[src/rtl/sta38_pkg.sv]
// ----------------------------------------------------------------------------
// sta38_pkg
// Shared constants and types for the Simpson 3/8 streaming integrator.
// ----------------------------------------------------------------------------
package sta38_pkg;

	localparam int MAX_SAMPLES  = 65536;
	localparam int SAMPLE_WIDTH = 32;

	// Port widths of the sample and result words.
	localparam int IN_WIDTH  = 32;
	localparam int OUT_WIDTH = 52;

	// Internal widths: open panel partial sum, running total, sample counter.
	localparam int PART_WIDTH  = SAMPLE_WIDTH + 3;
	localparam int TOTAL_WIDTH = 54;
	localparam int CNT_WIDTH   = $clog2(MAX_SAMPLES + 1);

	// Number of samples held in the open panel; zero means run start.
	localparam logic [1:0] PH_START = 2'd0;
	localparam logic [1:0] PH_ONE   = 2'd1;
	localparam logic [1:0] PH_TWO   = 2'd2;
	localparam logic [1:0] PH_THREE = 2'd3;

	typedef struct packed {
		logic signed [SAMPLE_WIDTH-1:0] panel_start;
		logic signed [SAMPLE_WIDTH-1:0] first_inner;
		logic signed [PART_WIDTH-1:0]   panel_partial;
		logic [1:0]                     panel_phase;
		logic [CNT_WIDTH-1:0]           sample_count;
		logic signed [TOTAL_WIDTH-1:0]  running_total;
		logic                           overflow_seen;
	} sta38_state_t;

endpackage

[src/rtl/sta38_if.sv]
// ----------------------------------------------------------------------------
// sta38_sample_if / sta38_result_if
// Valid/ready channels for sample words and result words.
// ----------------------------------------------------------------------------
interface sta38_sample_if;
	logic                                 valid;
	logic                                 ready;
	logic signed [sta38_pkg::IN_WIDTH-1:0] sample;
	logic                                 last;

	modport source (output valid, output sample, output last, input ready);
	modport sink (input valid, input sample, input last, output ready);
endinterface

interface sta38_result_if;
	logic                                  valid;
	logic                                  ready;
	logic signed [sta38_pkg::OUT_WIDTH-1:0] integral_x8;
	logic                                  too_long;

	modport source (output valid, output integral_x8, output too_long, input ready);
	modport sink (input valid, input integral_x8, input too_long, output ready);
endinterface

[src/rtl/sta38_step.sv]
// ----------------------------------------------------------------------------
// sta38_step
// Next-state and result logic for one sample of the integrator.
// ----------------------------------------------------------------------------
module sta38_step (
	input  sta38_pkg::sta38_state_t                st,
	input  logic signed [sta38_pkg::SAMPLE_WIDTH-1:0] sample,
	input  logic                                   last,
	output sta38_pkg::sta38_state_t                st_next,
	output logic signed [sta38_pkg::OUT_WIDTH-1:0]  integral_x8,
	output logic                                   too_long
);
	import sta38_pkg::*;

	localparam int TW = TOTAL_WIDTH;
	localparam int SW = SAMPLE_WIDTH;
	localparam int PW = PART_WIDTH;

	logic                 take;
	logic signed [TW-1:0] s_w, a_w, b_w, p_w;
	logic signed [TW-1:0] held_two, held_three, with_one, with_two, with_three;
	logic signed [TW-1:0] ps_w, result;
	logic signed [PW-1:0] a_p, b_p, s_p, bs_p;

	always_comb begin
		take = st.sample_count < CNT_WIDTH'(MAX_SAMPLES);

		s_w = {{(TW-SW){sample[SW-1]}}, sample};
		a_w = {{(TW-SW){st.panel_start[SW-1]}}, st.panel_start};
		b_w = {{(TW-SW){st.first_inner[SW-1]}}, st.first_inner};
		p_w = {{(TW-PW){st.panel_partial[PW-1]}}, st.panel_partial};

		// Trapezoid tails and panel closures, all scaled by eight.
		held_two   = (a_w + b_w) <<< 2;
		held_three = (p_w - a_w - (b_w <<< 1)) <<< 2;
		with_one   = (a_w + s_w) <<< 2;
		with_two   = (a_w + (b_w <<< 1) + s_w) <<< 2;
		ps_w       = p_w + s_w;
		with_three = ps_w + (ps_w <<< 1);

		a_p  = {{(PW-SW){st.panel_start[SW-1]}}, st.panel_start};
		b_p  = {{(PW-SW){st.first_inner[SW-1]}}, st.first_inner};
		s_p  = {{(PW-SW){sample[SW-1]}}, sample};
		bs_p = b_p + s_p;

		result = st.running_total;
		if (take) begin
			case (st.panel_phase)
				PH_ONE:   result = st.running_total + with_one;
				PH_TWO:   result = st.running_total + with_two;
				PH_THREE: result = st.running_total + with_three;
				default:  result = st.running_total;
			endcase
		end else begin
			case (st.panel_phase)
				PH_TWO:   result = st.running_total + held_two;
				PH_THREE: result = st.running_total + held_three;
				default:  result = st.running_total;
			endcase
		end

		integral_x8 = result[OUT_WIDTH-1:0];
		too_long    = st.overflow_seen | ~take;

		st_next = st;
		st_next.overflow_seen = st.overflow_seen | ~take;
		if (last) begin
			st_next = '0;
		end else if (take) begin
			st_next.sample_count = st.sample_count + 1'b1;
			case (st.panel_phase)
				PH_START: begin
					st_next.panel_start = sample;
					st_next.panel_phase = PH_ONE;
				end
				PH_ONE: begin
					st_next.first_inner = sample;
					st_next.panel_phase = PH_TWO;
				end
				PH_TWO: begin
					// In phase three the pair shifts down to hold f1 and f2.
					st_next.panel_partial = a_p + bs_p + (bs_p <<< 1);
					st_next.panel_start   = st.first_inner;
					st_next.first_inner   = sample;
					st_next.panel_phase   = PH_THREE;
				end
				default: begin
					st_next.running_total = st.running_total + with_three;
					st_next.panel_start   = sample;
					st_next.panel_phase   = PH_ONE;
				end
			endcase
		end
	end

endmodule

[src/rtl/simpson_three_eighths_accumulator.sv]
// ----------------------------------------------------------------------------
// simpson_three_eighths_accumulator
// Streaming composite Simpson 3/8 integrator with a trapezoid tail, scaled by 8.
// ----------------------------------------------------------------------------
// Path: a run's last sample is held in the input register, then its result word
// in the result register. Throughput: one sample word per cycle; the input register and the result
// register are the only stages, and only a last word waits while an earlier
// result word is still unread.
// Reset: arst_n clears the run state and the pipeline valid bits.
module simpson_three_eighths_accumulator (
	input logic            clk,
	input logic            arst_n,
	sta38_sample_if.sink   samples,
	sta38_result_if.source results
);
	import sta38_pkg::*;

	logic                         valid_s1;
	logic signed [SAMPLE_WIDTH-1:0] sample_s1;
	logic                         last_s1;

	logic                         valid_s2;
	logic signed [OUT_WIDTH-1:0]  integral_s2;
	logic                         too_long_s2;

	sta38_state_t                 state_q;
	sta38_state_t                 state_next;
	logic signed [OUT_WIDTH-1:0]  step_integral;
	logic                         step_too_long;

	logic out_free;
	logic advance;

	// Only a last word needs room in the result register; other words pass freely.
	assign out_free      = ~valid_s2 | results.ready;
	assign advance       = valid_s1 & (~last_s1 | out_free);
	assign samples.ready = ~valid_s1 | ~last_s1 | out_free;

	sta38_step u_step (
		.st          (state_q),
		.sample      (sample_s1),
		.last        (last_s1),
		.st_next     (state_next),
		.integral_x8 (step_integral),
		.too_long    (step_too_long)
	);

	always_ff @(posedge clk or negedge arst_n) begin
		if (!arst_n) begin
			valid_s1 <= 1'b0;
		end else if (samples.ready) begin
			valid_s1 <= samples.valid;
		end
	end

	always_ff @(posedge clk) begin
		if (samples.valid && samples.ready) begin
			sample_s1 <= samples.sample[SAMPLE_WIDTH-1:0];
			last_s1   <= samples.last;
		end
	end

	always_ff @(posedge clk or negedge arst_n) begin
		if (!arst_n) begin
			state_q <= '0;
		end else if (advance) begin
			state_q <= state_next;
		end
	end

	// A result word is loaded only for a last sample; other samples do not load it.
	always_ff @(posedge clk or negedge arst_n) begin
		if (!arst_n) begin
			valid_s2 <= 1'b0;
		end else if (out_free) begin
			valid_s2 <= advance & last_s1;
		end
	end

	always_ff @(posedge clk) begin
		if (advance && last_s1) begin
			integral_s2 <= step_integral;
			too_long_s2 <= step_too_long;
		end
	end

	assign results.valid       = valid_s2;
	assign results.integral_x8 = integral_s2;
	assign results.too_long    = too_long_s2;

endmodule

[src/flat_wrapper.sv]
// flat-port wrapper written by rule: the top's interface ports become plain ports
module simpson_three_eighths_accumulator_flat import sta38_pkg::*;
  (clk, arst_n, samples_valid, samples_sample, samples_last, samples_ready, results_valid, results_integral_x8, results_too_long, results_ready);
  sta38_sample_if samples_i ();
  sta38_result_if results_i ();
  input logic clk;
  input logic arst_n;
  input wire logic [$bits(samples_i.valid)-1:0] samples_valid;
  input wire logic [$bits(samples_i.sample)-1:0] samples_sample;
  input wire logic [$bits(samples_i.last)-1:0] samples_last;
  output wire logic [$bits(samples_i.ready)-1:0] samples_ready;
  output wire logic [$bits(results_i.valid)-1:0] results_valid;
  output wire logic [$bits(results_i.integral_x8)-1:0] results_integral_x8;
  output wire logic [$bits(results_i.too_long)-1:0] results_too_long;
  input wire logic [$bits(results_i.ready)-1:0] results_ready;
  assign samples_i.valid = samples_valid;
  assign samples_i.sample = samples_sample;
  assign samples_i.last = samples_last;
  assign samples_ready = samples_i.ready;
  assign results_valid = results_i.valid;
  assign results_integral_x8 = results_i.integral_x8;
  assign results_too_long = results_i.too_long;
  assign results_i.ready = results_ready;
  simpson_three_eighths_accumulator u_core (.clk(clk), .arst_n(arst_n), .samples(samples_i), .results(results_i));
endmodule
[config.mk]
export PLATFORM = sky130hd
export DESIGN_NAME = simpson_three_eighths_accumulator_flat
export DESIGN_NICKNAME = d
export VERILOG_FILES = /design/src/rtl/sta38_pkg.sv /design/src/rtl/sta38_if.sv /design/src/rtl/sta38_step.sv /design/src/rtl/simpson_three_eighths_accumulator.sv /design/src/flat_wrapper.sv
export SDC_FILE = /design/constraint.sdc
export NUM_CORES = 2
export LEC_CHECK = 0
export ABC_CLOCK_PERIOD_IN_PS = 9400
export BUFFER_PORTS_ARGS = -buffer_cell sky130_fd_sc_hd__buf_2
export CORE_UTILIZATION = 40
export DETAILED_ROUTE_END_ITERATION = 12
export GPL_TIMING_DRIVEN = 0
export REMOVE_ABC_BUFFERS = 1
export SKIP_CTS_REPAIR_TIMING = 1
export SLEW_MARGIN = 20
export SYNTH_ARGS = -nofsm -noshare
export SYNTH_HDL_FRONTEND = slang
export SYNTH_SLANG_ARGS = --single-unit
[constraint.sdc]
create_clock -name clk -period 9.4 [get_ports clk]
set_clock_uncertainty 0.15 [all_clocks]
set_input_delay 0.94 -clock clk [delete_from_list [all_inputs] [get_ports clk]]
set_output_delay 0.94 -clock clk [all_outputs]
set_load 0.01 [all_outputs]
## Word-level counts from Yosys, hierarchy flattened

Cells that the tools add are included.

| word-level totals | value |
|---|---|
| register bits | 261 |
| bits in latches | 0 |
| bits in writable memories | 0 |
| bits in read-only memories | 0 |
| input bits | 37 |
| output and inout port bits | 55 |
| logic and storage cells | 71 |
| memories kept | 0 |

| cells by class | value |
|---|---|
| $add $sub $neg | 17 |
| $mul | 0 |
| divide/modulo/power cells | 0 |
| $lt $le $gt $ge | 1 |
| eq/ne operators | 5 |
| shift operators | 0 |
| mux-type cells | 11 |
| bitwise logic cells | 11 |
| reduce and logical (&&, ||, !) cells | 13 |

Operator list:

| cell | count |
|---|---|
| two-way mux 172 bit | 2 |
| one-hot mux 52 bit (3 select lines) | 1 |
| adder 52 x 35 -> 52 bit | 2 |
| one-hot mux 52 bit (2 select lines) | 1 |
| adder 32 x 32 -> 33 bit | 3 |
| adder 32 x 33 -> 34 bit | 2 |
| one-hot mux 32 bit (2 select lines) | 1 |
| adder 54 x 38 -> 54 bit | 1 |
| two-way mux 54 bit | 1 |
| adder 52 x 37 -> 52 bit | 1 |
| adder 52 x 39 -> 52 bit | 1 |
| two-way mux 52 bit | 1 |
| adder 36 x 37 -> 38 bit | 1 |
| subtractor 36 x 33 -> 37 bit | 1 |
| adder 35 x 32 -> 36 bit | 1 |
| subtractor 35 x 32 -> 36 bit | 1 |
| adder 34 x 32 -> 35 bit | 1 |
| adder 34 x 34 -> 35 bit | 1 |
| two-way mux 35 bit | 1 |
| two-way mux 32 bit | 1 |
| adder 17 x 1 -> 17 bit, second input constant | 1 |
| less-than comparator 17 bit, second input constant | 1 |
| AND reduction 3 bit | 4 |
| nonzero test 2 bit | 3 |
| other kinds (13) | 24 |

## Depth between registers and ports, before layout

| depth | value |
|---|---|
| word-level depth | 6 |
| gate-level depth with buffers | 30 |
| depth with buffers taken out | 30 |

## By module

A second synthesis with hierarchy kept.

| second synthesis, totals | value |
|---|---|
| cells, all modules | 5154 |
| area, all modules | 41187.0 um2 |

Modules (own cells, without submodules):

| module | instances | cells an instance | area an instance (um2) | seq. area each (um2) |
|---|---|---|---|---|
| sta38_step | 1 | 4076 | 28129.5 | 0.0 |
| simpson_three_eighths_accumulator | 1 | 1078 | 13057.5 | 6961.7 |

## Least setup slack after synthesis

No wires, ideal clock.

| timing | value |
|---|---|
| path type | flip-flop to flip-flop |
| from | register u_core.state_q[142] (netlist name) |
| to | register u_core.integral_s2[46] (netlist: u_core.results.integral_x8[46]) (data pin) |
| setup time | 0.259 ns |
| arrival | 6.237 ns |
| data required time | 8.991 ns |
| slack | 2.754 ns |
| stages on the path, launching flop included | 28 |
| path buffers | 1 |
| period minus slack after synthesis | 6.646 ns |
| cells stage by stage | dfrtp_1 fa_1 ha_1 fa_1 a21oi_1 o21ai_0 a2111oi_0 o31ai_1 a31oi_1 o21bai_1 a21oi_1 o21bai_1 a211oi_1 o22ai_1 ha_1 clkbuf_1 a21o_1 a21oi_1 o21bai_1 a21o_1 a211oi_1 o21bai_1 a31o_1 a221o_1 a311oi_4 xor2_1 nor2_1 o31a_1 |

| between the ends | value |
|---|---|
| cells in the longest elaborated chain, start to end | 5 |
| elaborated cells on any way between the ends | 13 |
| classes of those cells | add/sub: 10; mux: 3 |

Ends and longest elaborated chain:

| element | RTL line | text |
|---|---|---|
| start, declared | simpson_three_eighths_accumulator.sv:26 | `sta38_state_t state_q;` |
| start signal, assigned | simpson_three_eighths_accumulator.sv:67 | `state_q <= state_next;` |
| subtractor 35 x 32 -> 36 bit or adder 32 x 33 -> 34 bit (tied branches) | sta38_step.sv:35, sta38_step.sv:37 |  |
| subtractor 36 x 33 -> 37 bit or adder 34 x 32 -> 35 bit (tied branches) | sta38_step.sv:35, sta38_step.sv:37 |  |
| adder 52 x 39 -> 52 bit or adder 52 x 37 -> 52 bit (tied branches) | sta38_step.sv:57, sta38_step.sv:50 |  |
| one-hot mux 52 bit (2 select lines) or one-hot mux 52 bit (3 select lines) (tied branches) | sta38_step.sv:55, sta38_step.sv:48 |  |
| two-way mux 52 bit * | sta38_step.sv:47 | `if (take) begin` |
| via u_core.step_integral[46] | simpson_three_eighths_accumulator.sv:28 | `logic signed [OUT_WIDTH-1:0] step_integral;` |
| end signal, assigned | simpson_three_eighths_accumulator.sv:82 | `integral_s2 <= step_integral;` |
| end, declared | simpson_three_eighths_accumulator.sv:23 | `logic signed [OUT_WIDTH-1:0] integral_s2;` |

The timed path passes the listed nets; every way through them passes the cells marked *.
A chain may end at the register's enable or synchronous reset.

## Worst setup path in the final report

| timing | value |
|---|---|
| from | register u_core.sample_s1[1] |
| to | register u_core.integral_s2[51] (netlist: u_core.results.integral_x8[51]) (data pin) |

| between the ends | value |
|---|---|
| cells in the longest elaborated chain, start to end | 5 |
| elaborated cells on any way between the ends | 9 |
| classes of those cells | add/sub: 7; mux: 2 |

Ends and longest elaborated chain:

| element | RTL line | text |
|---|---|---|
| start, declared | simpson_three_eighths_accumulator.sv:19 | `logic signed [SAMPLE_WIDTH-1:0] sample_s1;` |
| start signal, assigned | simpson_three_eighths_accumulator.sv:58 | `sample_s1 <= samples.sample[SAMPLE_WIDTH-1:0];` |
| adder 35 x 32 -> 36 bit | sta38_step.sv:38 | `ps_w = p_w + s_w;` |
| adder 36 x 37 -> 38 bit | sta38_step.sv:39 | `with_three = ps_w + (ps_w <<< 1);` |
| adder 54 x 38 -> 54 bit | n/a |  |
| one-hot mux 52 bit (3 select lines) * | sta38_step.sv:48 | `case (st.panel_phase)` |
| two-way mux 52 bit * | sta38_step.sv:47 |  |
| via u_core.step_integral[51] | simpson_three_eighths_accumulator.sv:28 |  |

Marked as above.

==> results.md <==
- Synth Register Bits: 259
- CTS buffer count: 37
- I/O pin count: slightly above 90
- Post-synth EDFFs: 86
- Final Max Slew Viols: 0
- Sink Count: 259
- Die height: 290 um
- Avg Cell Area, Syn: between 8 and 9 um2
- Clock transition at path regs: 0.06 ns
- First-pass GRT wire length: 157000 um
- Initial antenna violation count: 0
- Hold Crit Class: input port to asynchronous set/reset pin
- # fillers: 8088
- GP Congestion: 0.950
- Final Hold Vio Count: 0
- Layout cells sized above 1: between 5 and 6%
- CP max-delay cell: a2111oi_0
- Post-Route WL: 99300 um
- # diodes: 0
- Routed vias/inst: approximately 5.9
- Worst Max-Slew Pin Slew: 1.03 ns
- Fin cells: roughly 5000
- RSZ-0062 raised after global routing: false
- Commonest non-fill, non-tap cell in the layout: ha_1
- CTS tree: done
- Status: complete, no violations
- Placed cell count: 4924
- Cell variety after synth: between 80 and 90
- Req. time, crit path: 9.56 ns
- Worst Path Max Fanout: 9
- Main synth FF type: dfrtp_1
- Number of detailed-route iterations in the first pass: 5
- Cells after synthesis: 3874
- Multi-input gate area: 25300 um2
- GRT Resource Usage Total: 23.3%
- Pin count of the biggest net entering global routing: 80
- Setup tns final: 0 ns
- Crit Path Class: register to register
- Area delta synth->final: 9.69%
- Final core utilization: between 40 and 50%
- Final setup fails: 0
- Synth top area cells: ha_1 15%, dfrtp_1 13%, fa_1 8.5%
- Max-cap violations: 0
- Area share of the largest cell type after synthesis: 15.3%
- CP max stage delay: 0.71 ns
- Post-layout nets: 4478
- ANT nets after route: 0
- H-tree Lvls: 2
- FF/Latch Area: 6920 um2
- Post-layout minimum cycle time: 8.47 ns
- Rows: between 100 and 150
- I/O Buffers: about 90
- Most frequent CP cell: o21ai_0
- Crit path launch type: register
- Yosys warns: 0
- DR DRC count: 0
- GRT overflow: 0
- Final HPWL DP: 80700 um
- Number of global-route vias before repair: 28819
- Area leader, netlist: ha_1
- Die Wd: 290 um
- DR vias: 29222
- Die area: 84400 um2
- Asr flop ratio synth: 66.8%
- Clock Path Buffers: 3
- Arrival @ worst endpoint: 8.64 ns
- Detailed-route wire length per cell: 19.9 um
- Seq/Total Area, Yosys: between 20% and 30%
- Initial DRC count: 2046
- Root Buffer: clkbuf_16
- Initial Util: 40.5%
- Slew HR: roughly a third
- Clk Latency, worst-skew pair: 0.58 ns
- Most frequent cells in the layout: 403 x ha_1, 369 x a21oi_1, 326 x nand2_1, 267 x o21ai_0, 217 x nor2_1
- Core Box Area: 82200 um2
- Fmax: 118 MHz
- Mapped Area: 33300 um2
- Setup crit end kind: register
- Final Cycle Share: 90.1%
==> layer usage <==
layer  GRT usage (%)  share of wire [%]  up-vias
met4            6.68                2.7        0
met1            32.7                 48    13994
met3            2.37                5.2      147
li1                -                  -    14362
met2            38.0                 45      719
met5               0                  0        -
==> critical path, delay by kind of cell (launching register included) <==
kind	cells	cell delay, ns
adders and majority gates	4	1.62
and+or+nand+nor	3	0.36
DFF	1	0.63
AOI/OAI and AO/OA	19	5.14
xor gates and xnor gates	1	0.29
==> cell usage after synthesis (9+ instances only) <==
cell	n
a21o_1	189
nand3_1	69
clkbuf_1	131
o21a_1	51
or3_1	23
dfrtp_1	173
a31o_2	12
fa_1	142
a22o_1	72
o31ai_1	64
and3_1	36
nor2_1	222
nand2b_1	45
a221oi_1	28
or2_2	11
mux2i_1	44
nand2_1	326
and2_1	28
nand4_1	44
ha_1	406
nor3_1	59
a22oi_1	19
edfxtp_1	86
xnor2_1	210
a21oi_1	372
a211o_1	17
a31oi_1	40
o22ai_1	11
o211ai_1	37
inv_1	176
a211oi_1	48
o21ai_1	9
and4_1	12
xor2_1	134
nor2b_1	58
o21bai_1	64
o21ai_0	267
==> metrics by stage <==
step	area (um2)	hold slack (ns)	worst slack [ns]
finish	36500	0.121	0.926
global route	36500	0.137	0.362
CTS	36500	0.122	1.02
detailed placement	35300	0.356	1.04
global placement	34600	0.342	-4.59
floorplan	32800	0.317	2.10
==> cells by family after synthesis <==
family / share of synthesized area, %
xor+xnor: 9.05
simple gates: 13.5
mux: 1.49
compound gates: 27.8
buf+inv: 3.53
flops: 20.8
fa+ha+maj: 23.8
==> area by class of cell <==
class / count / area share, %
repair buffers: 117 / 2.83
well taps: 1070 / 3.67
clock buffers: 50 / 2.81
clock inverters: 18 / 0.610
flip-flops and latches: 259 / 18.9
multi-input cells: 3302 / 69.3
inverters: 176 / 1.81
==> registers in the layout (all words and copies together) (netlist names) <==
name and flops:
u_core.last_s1 1, u_core.sample_s1 32, u_core.results.integral_x8 52, u_core.valid_s1 1, u_core.results.valid 1, u_core.results.too_long 1, u_core.state_q 171
==> final timing paths <==
check                               startpoint                              to  slack [ns]  cells past startpoint
setup reg to reg           u_core.sample_s1[1]  u_core.results.integral_x8[51]        0.93                     27
hold / removal                          arst_n             u_core.state_q[145]        0.12                      1
hold reg to reg              u_core.state_q[1]               u_core.state_q[1]        0.37                      2
max in group asynchronous               arst_n              u_core.state_q[71]        7.86                      3
setup / recovery           u_core.sample_s1[1]  u_core.results.integral_x8[51]        0.93                     27
min in group clk             u_core.state_q[1]               u_core.state_q[1]        0.37                      2
Power is left out: the tool's default activity adds up to more than one toggle a clock period on the data nets, which glitch-free logic cannot reach.
